==> src/hdl/pva_pkg.sv <==
// ----------------------------------------------------------------------------
// pva_pkg
// Shared types and constants for the priority voice allocator.
// ----------------------------------------------------------------------------
package pva_pkg;

    localparam int CHANNELS   = 3;
    localparam int CHAN_IDX_W = (CHANNELS > 1) ? $clog2(CHANNELS) : 1;
    localparam int PRIO_W     = 7;
    localparam int SOUND_W    = 8;
    localparam int MASK_W     = 3;
    localparam int IN_DATA_W  = 24;
    localparam int OUT_DATA_W = 8;

    localparam logic [PRIO_W-1:0] PRIO_TOP = 7'd127;
    localparam logic [PRIO_W-1:0] PRIO_SAT = 7'd126;

    localparam logic OP_PLAY   = 1'b0;
    localparam logic OP_STATUS = 1'b1;

    typedef logic [CHANNELS-1:0][PRIO_W-1:0]  prio_arr_t;
    typedef logic [CHANNELS-1:0][SOUND_W-1:0] sound_arr_t;

    typedef struct packed {
        logic               op;
        logic [SOUND_W-1:0] sound_id;
        logic [PRIO_W-1:0]  prio;
        logic [MASK_W-1:0]  mask;
    } item_t;

    typedef struct packed {
        logic                  take;
        logic [CHAN_IDX_W-1:0] idx;
        logic                  dropped;
        logic [CHANNELS-1:0]   clear;
        logic [PRIO_W-1:0]     prio_store;
        logic [SOUND_W-1:0]    sound_id;
    } dec_t;

    function automatic logic [1:0] chan_field(input logic [CHAN_IDX_W-1:0] idx);
        logic [15:0] wide;
        wide = 16'(idx);
        return wide[1:0];
    endfunction

endpackage

==> src/hdl/pva_decide.sv <==
// ----------------------------------------------------------------------------
// pva_decide
// Combinational: free slot, else steal, else drop (effects on); status frees.
// ----------------------------------------------------------------------------
module pva_decide (
    input  pva_pkg::item_t     item,
    input  logic               effects_enabled,
    input  pva_pkg::prio_arr_t slot_prio,
    input  pva_pkg::sound_arr_t slot_sound,
    output pva_pkg::dec_t      dec
);
    import pva_pkg::*;

    logic [PRIO_W-1:0]     prio_sat;
    logic [15:0]           mask_ext;
    logic                  free_any;
    logic                  steal_any;
    logic [CHAN_IDX_W-1:0] free_idx;
    logic [CHAN_IDX_W-1:0] steal_idx;

    always_comb
    begin
        prio_sat  = (item.prio == PRIO_TOP) ? PRIO_SAT : item.prio;
        mask_ext  = 16'(item.mask);
        free_any  = 1'b0;
        steal_any = 1'b0;
        free_idx  = '0;
        steal_idx = '0;
        for (int i = CHANNELS - 1; i >= 0; i--)
        begin
            if (slot_prio[i] == '0)
            begin
                free_any = 1'b1;
                free_idx = CHAN_IDX_W'(i);
            end
            if ((prio_sat >= slot_prio[i]) && (slot_sound[i] != item.sound_id))
            begin
                steal_any = 1'b1;
                steal_idx = CHAN_IDX_W'(i);
            end
        end

        dec            = '0;
        dec.prio_store = prio_sat + 7'd1;
        dec.sound_id   = item.sound_id;
        if (item.op == OP_STATUS)
        begin
            for (int i = 0; i < CHANNELS; i++)
                dec.clear[i] = ~mask_ext[i];
        end
        else if (effects_enabled)
        begin
            if (free_any)
            begin
                dec.take = 1'b1;
                dec.idx  = free_idx;
            end
            else if (steal_any)
            begin
                dec.take = 1'b1;
                dec.idx  = steal_idx;
            end
            else
                dec.dropped = 1'b1;
        end
    end

endmodule

==> src/hdl/pva_slots.sv <==
// ----------------------------------------------------------------------------
// pva_slots
// Channel state: stored priority plus one (0 = free) and sound id.
// ----------------------------------------------------------------------------
module pva_slots (
    input  logic                clk,
    input  logic                rst_n,
    input  logic                update,
    input  pva_pkg::dec_t       dec,
    output pva_pkg::prio_arr_t  slot_prio,
    output pva_pkg::sound_arr_t slot_sound
);
    import pva_pkg::*;

    prio_arr_t  prio_reg;
    prio_arr_t  prio_next;
    sound_arr_t sound_reg;
    sound_arr_t sound_next;

    always_comb
    begin
        prio_next  = prio_reg;
        sound_next = sound_reg;
        if (update)
        begin
            for (int i = 0; i < CHANNELS; i++)
            begin
                if (dec.clear[i])
                    prio_next[i] = '0;
            end
            if (dec.take)
            begin
                prio_next[dec.idx]  = dec.prio_store;
                sound_next[dec.idx] = dec.sound_id;
            end
        end
    end

    always_ff @(posedge clk or negedge rst_n)
    begin
        if (!rst_n)
        begin
            prio_reg  <= '0;
            sound_reg <= '0;
        end
        else
        begin
            prio_reg  <= prio_next;
            sound_reg <= sound_next;
        end
    end

    assign slot_prio  = prio_reg;
    assign slot_sound = sound_reg;

`ifndef SYNTHESIS
    a_take_occupies: assert property (@(posedge clk) disable iff (!rst_n)
        (update && dec.take) |=> (prio_reg[$past(dec.idx)] != '0))
        else $error("taken channel not marked busy");

    a_clear_frees: assert property (@(posedge clk) disable iff (!rst_n)
        (update && !dec.take && dec.clear[0]) |=> (prio_reg[0] == '0))
        else $error("cleared channel 0 still busy");

    a_take_no_clear: assert property (@(posedge clk) disable iff (!rst_n)
        update |-> !(dec.take && (dec.clear != '0)))
        else $error("take and clear in one request");
`endif

endmodule

==> src/hdl/priority_voice_allocator_unit.sv <==
// ----------------------------------------------------------------------------
// priority_voice_allocator_unit
// Assigns sound play requests to playback channels, stealing if needed.
// ----------------------------------------------------------------------------
// Usage:
//   Requests arrive on the s_t* stream. s_tuser = 0 is a play request
//   (sound id, priority), s_tuser = 1 a status update carrying a mask of
//   channels still playing. Exactly one result per request leaves on the
//   m_t* stream: started, channel, dropped.
//   cfg_we/cfg_wdata write effects_enabled (reset 1); write only when idle.
//   An accepted request waits in the input register; its result is then
//   registered in the result register, which drives m_tvalid. Throughput: one
//   request per cycle while results are taken, set by the combinational
//   channel decision between the input register and the result register.
//   Reset frees every channel and empties both registers.
//   When m_tready is low the result holds; an empty input register still
//   takes one more request, then s_tready falls until the result is taken.
// ----------------------------------------------------------------------------
module priority_voice_allocator_unit (
    input  logic                           clk,
    input  logic                           rst_n,
    input  logic                           s_tvalid,
    output logic                           s_tready,
    // [7:0] sound_id, [14:8] priority_req, [17:15] playing_mask
    input  logic [pva_pkg::IN_DATA_W-1:0]  s_tdata,
    // [0] operation
    input  logic                           s_tuser,
    output logic                           m_tvalid,
    input  logic                           m_tready,
    // [0] started, [2:1] channel, [3] dropped
    output logic [pva_pkg::OUT_DATA_W-1:0] m_tdata,
    input  logic                           cfg_we,
    input  logic                           cfg_wdata
);
    import pva_pkg::*;

    logic       enable_reg;
    logic       in_valid_reg;
    item_t      in_item_reg;
    logic       out_valid_reg;
    logic       started_reg;
    logic [1:0] channel_reg;
    logic       dropped_reg;

    logic       advance;
    logic       fire;
    item_t      s_item;
    prio_arr_t  slot_prio;
    sound_arr_t slot_sound;
    dec_t       dec;

    assign advance  = !out_valid_reg || m_tready;
    assign fire     = in_valid_reg && advance;
    assign s_tready = !in_valid_reg || advance;

    assign s_item.op       = s_tuser;
    assign s_item.sound_id = s_tdata[7:0];
    assign s_item.prio     = s_tdata[14:8];
    assign s_item.mask     = s_tdata[17:15];

    pva_decide u_decide (
        .item            (in_item_reg),
        .effects_enabled (enable_reg),
        .slot_prio       (slot_prio),
        .slot_sound      (slot_sound),
        .dec             (dec)
    );

    pva_slots u_slots (
        .clk        (clk),
        .rst_n      (rst_n),
        .update     (fire),
        .dec        (dec),
        .slot_prio  (slot_prio),
        .slot_sound (slot_sound)
    );

    always_ff @(posedge clk or negedge rst_n)
    begin
        if (!rst_n)
        begin
            enable_reg    <= 1'b1;
            in_valid_reg  <= 1'b0;
            out_valid_reg <= 1'b0;
        end
        else
        begin
            if (cfg_we)
                enable_reg <= cfg_wdata;
            if (s_tready)
                in_valid_reg <= s_tvalid;
            if (advance)
                out_valid_reg <= in_valid_reg;
        end
    end

    always_ff @(posedge clk)
    begin
        if (s_tvalid && s_tready)
            in_item_reg <= s_item;
        if (fire)
        begin
            started_reg <= dec.take;
            channel_reg <= dec.take ? chan_field(dec.idx) : 2'd0;
            dropped_reg <= dec.dropped;
        end
    end

    assign m_tvalid = out_valid_reg;
    assign m_tdata  = {4'd0, dropped_reg, channel_reg, started_reg};

`ifndef SYNTHESIS
    a_result_exclusive: assert property (@(posedge clk) disable iff (!rst_n)
        m_tvalid |-> !(started_reg && dropped_reg))
        else $error("result both started and dropped");

    a_status_no_start: assert property (@(posedge clk) disable iff (!rst_n)
        (fire && in_item_reg.op == OP_STATUS) |=> (!started_reg && !dropped_reg))
        else $error("status request produced a start or drop");

    a_hold_pending: assert property (@(posedge clk) disable iff (!rst_n)
        (in_valid_reg && !advance) |=> in_valid_reg)
        else $error("pending request lost under stall");

    a_disabled_quiet: assert property (@(posedge clk) disable iff (!rst_n)
        (fire && !enable_reg) |-> !dec.take)
        else $error("channel taken while effects disabled");
`endif

endmodule

==> config.mk <==
export PLATFORM = sky130hd
export DESIGN_NAME = priority_voice_allocator_unit
export DESIGN_NICKNAME = d
export VERILOG_FILES = /design/src/hdl/pva_pkg.sv /design/src/hdl/pva_decide.sv /design/src/hdl/pva_slots.sv /design/src/hdl/priority_voice_allocator_unit.sv
export SDC_FILE = /design/constraint.sdc
export NUM_CORES = 1
export LEC_CHECK = 0
export ABC_CLOCK_PERIOD_IN_PS = 3700
export BUFFER_PORTS_ARGS = -buffer_cell sky130_fd_sc_hd__buf_2
export CAP_MARGIN = 20
export CORE_ASPECT_RATIO = 0.6
export CORE_MARGIN = 5
export CORE_UTILIZATION = 59
export DETAILED_ROUTE_END_ITERATION = 8
export PLACE_DENSITY = 0.77
export SYNTH_ARGS = -nofsm -noshare
export SYNTH_HDL_FRONTEND = slang
export SYNTH_SLANG_ARGS = --single-unit
==> constraint.sdc <==
create_clock -name clk -period 3.7 [get_ports clk]
set_input_delay 0.555 -clock clk [delete_from_list [all_inputs] [get_ports clk]]
set_output_delay 0.555 -clock clk [all_outputs]
set_load 0.1 [all_outputs]
==> impl_metrics.json <==
{
  "skew_ns": 0.0105,
  "setup.worst_path.class": "flip-flop to flip-flop",
  "netlist.area_leader.share_pct": 30.8,
  "area_growth_syn_to_layout_pct": 8.84,
  "cp_cell_sequence": "nand4_1, o21ai_0, buf_4, ha_1, nand2b_1, nand3_1, a21oi_1, o22ai_1, a31oi_1, nor4_4, buf_4, mux2i_1",
  "fp.coreArea_um2": 6190,
  "cts_buffers": 9,
  "syn_area_um2": 3820,
  "ys.flop_type": "dfrtp_1",
  "r2r-start": "in_item_reg[6]",
  "grtUsageTotal_pct": 20.4,
  "drive_above_1_share_pct": 21.8,
  "global_route.usage.met3_pct": 6.83,
  "synthTopCellsByArea": "dfrtp_1, edfxtp_1, ha_1",
  "clockRootBuffer": "clkbuf_8",
  "cts_resized": 0,
  "path_clk_slew_ns": 0.08,
  "hp-class": "primary input to asynchronous set/reset pin",
  "drc": 0,
  "min_period_ns": 3.42,
  "swShare_pct": 34.4,
  "fp.dieArea_um2": 8240,
  "drtAntennaViolNets": 0,
  "slew_viol_final": 0,
  "die_w_um": 114,
  "grt_pass1_vias": 2523,
  "cts.sinks": 71,
  "post_cts_buffers": 0,
  "synth-edff-count": 23,
  "critPathMostFrequentCell": "buf_4",
  "place.gp.congestion": 0.904,
  "combPwrFrac_pct": 32.2,
  "grt_first_pass_wirelength_um": 12600,
  "grt_max_degree": 28,
  "synth_seq_cells": 71,
  "cts_max_path_buffers": 2,
  "worst-path-buf-inv": 2,
  "critPathMaxFanout": 9,
  "die_h_um": 72.3,
  "start_util_pct": 61.7,
  "final_common_cell": "dfrtp_1",
  "vias": 2454,
  "drtIter0Drc": 237,
  "ir_drop_v": 0.000329,
  "cts_hold_buf": 0,
  "synth_area_per_cell_um2": 11.8,
  "worstPathRequired_ns": 3.98,
  "antenna_found_initial": 0,
  "cp-start-kind": "flip-flop",
  "clk_latency_ns": 0.36,
  "cp.arrival_ns": 3.71,
  "grt_use_met1_pct": 29.8,
  "switching_power_uw": 916,
  "fin_tns_setup_ns": 0,
  "crit_path_max_incr_delay_ns": 0.61,
  "nets": 402,
  "synth.distinct_cells": 47,
  "top_usage_layer": "met1",
  "intPower_uw": 1740,
  "pwr-share-seq_pct": 45.1,
  "n_antenna_cell": 0,
  "worst_path_max_delay_cell": "nor4_4",
  "viasPerCell": 5.60,
  "met2_usage_pct": 28.2,
  "cap_violations": 0,
  "dr.pass1.iters": 4,
  "power.density_nw_per_um2": 639,
  "tightest_slew_ns": 0.910,
  "synth_seq_area_share_pct": 49.5,
  "rsz0062_at_grt": "no",
  "post-dp-hpwl_um": 5590,
  "ys_warn_count": 0,
  "clock_power_share_pct": 22.7,
  "synth_cells": 323,
  "io_pins": 41,
  "layout_common_cells": "dfrtp_1, inv_1, buf_2, edfxtp_1, ha_1",
  "rows": 22,
  "ys_async_sr_fraction_pct": 67.6,
  "routed_wl_um": 7620,
  "end_kind": "flip-flop",
  "whs_ns": 0.214,
  "rrSetupSlack_ns": 0.28,
  "path_delay_family": "simple AND/OR/NAND/NOR gates",
  "wl_per_cell_um": 17.4,
  "period_share_pct": 92.6,
  "r2r-end": "u_slots.slot_prio[18]",
  "h-tree-depth": 3,
  "setup_violations": 0,
  "gr-total-overflow": 0,
  "io_buffers": 30,
  "reg2regPathDepth": 12,
  "yosysTopAreaCell": "dfrtp_1",
  "largest_register_ffs": 24,
  "tritoncts": "yes",
  "slew_headroom_pct": 39.3,
  "fmax_mhz": 292,
  "power_leakage_uw": 0.00178,
  "status": "finished clean",
  "finalHoldViolations": 0
}
==> Yosys cell counts (all sizes together) (2+ instances only) <==
cell,n
dfrtp,47
nor3,4
mux2,25
nand2b,7
buf,16
a21oi,7
a32oi,6
clkbuf,7
xor2,10
o22ai,2
xnor2,18
or3,2
ha,22
a21o,2
nor2,10
edfxtp,23
nand2,19
o21ai,9
mux2i,15
nand4,11
and2,2
nor4,6
nand3,8
inv,30
==> worst max path at each step <==
stage	depth (start not counted)	start	slack, ns	to
after detailed placement	12	in_item_reg[6]	0.36	u_slots.slot_prio[20]
after floorplan	2	m_tvalid	0.72	in_item_reg[0]
after CTS	12	in_item_reg[6]	0.34	u_slots.slot_prio[18]
after global routing	12	in_item_reg[5]	0.08	u_slots.slot_prio[18]
after global placement	12	in_item_reg[6]	0.56	u_slots.slot_prio[19]
final	12	in_item_reg[6]	0.28	u_slots.slot_prio[18]
==> stage by stage <==
| step | area [um^2] | util [%] | cells | power (uW) | setup slack (ns) |
|---|---|---|---|---|---|
| final | 4160 | 67.2 | 438 | 2660 | 0.275 |
| after global routing | 4160 | 67.2 | 438 | 2830 | 0.0824 |
| after CTS | 4160 | 67.2 | 438 | 2670 | 0.344 |
| after detailed placement | 3970 | 64.1 | 422 | 2060 | 0.361 |
| after global placement | 3970 | 64.1 | 422 | 2020 | 0.563 |
| after floorplan | 3830 | - | 326 | 1880 | 0.723 |
==> worst reg2reg max path, cell delays in order (launching register included) <==
cell	delay [ns]
edfxtp_1	0.54
nand4_1	0.18
o21ai_0	0.22
buf_4	0.18
ha_1	0.23
nand2b_1	0.13
nand3_1	0.07
a21oi_1	0.08
o22ai_1	0.36
a31oi_1	0.22
nor4_4	0.61
buf_4	0.32
mux2i_1	0.21
==> cell type report <==
cell class / count / area (um^2)
Multi-Input combinational cell: 202 / 1670
Sequential cell: 71 / 1890
Tap cell: 84 / 105
Inverter: 30 / 113
Fill cell: 478 / 2030
Timing Repair Buffer: 35 / 188
Clock buffer: 10 / 128
Clock inverter: 6 / 61.3
==> power groups by stage <==
stage / Combinational [uW] / Sequential [uW] / Clock, uW
CTS: 855 / 1200 / 616
global route: 944 / 1230 / 655
global placement: 816 / 1200 / 0
detailed placement: 851 / 1210 / 0
finish: 856 / 1200 / 603
floorplan: 686 / 1190 / 0
==> per-layer routing <==
layer / vias up / part of all wire [%]
li1: 1178 / -
met1: 1173 / 50
met2: 91 / 41
met3: 12 / 7.9
met4: 0 / 1.4
met5: - / 0
==> logic make-up after synthesis <==
logic type	Yosys count	synth area share, %
other	1	0.0981
adder cells (fa/ha/maj)	22	7.20
flip-flops	71	49.5
XOR/XNOR	28	6.42
AND/OR/NAND/NOR	73	11.3
multiplexers	40	12.1
AO/OA/AOI/OAI	35	6.38
buffers and inverters	53	7.00
No activity file was read; power rests on OpenSTA's default activity.
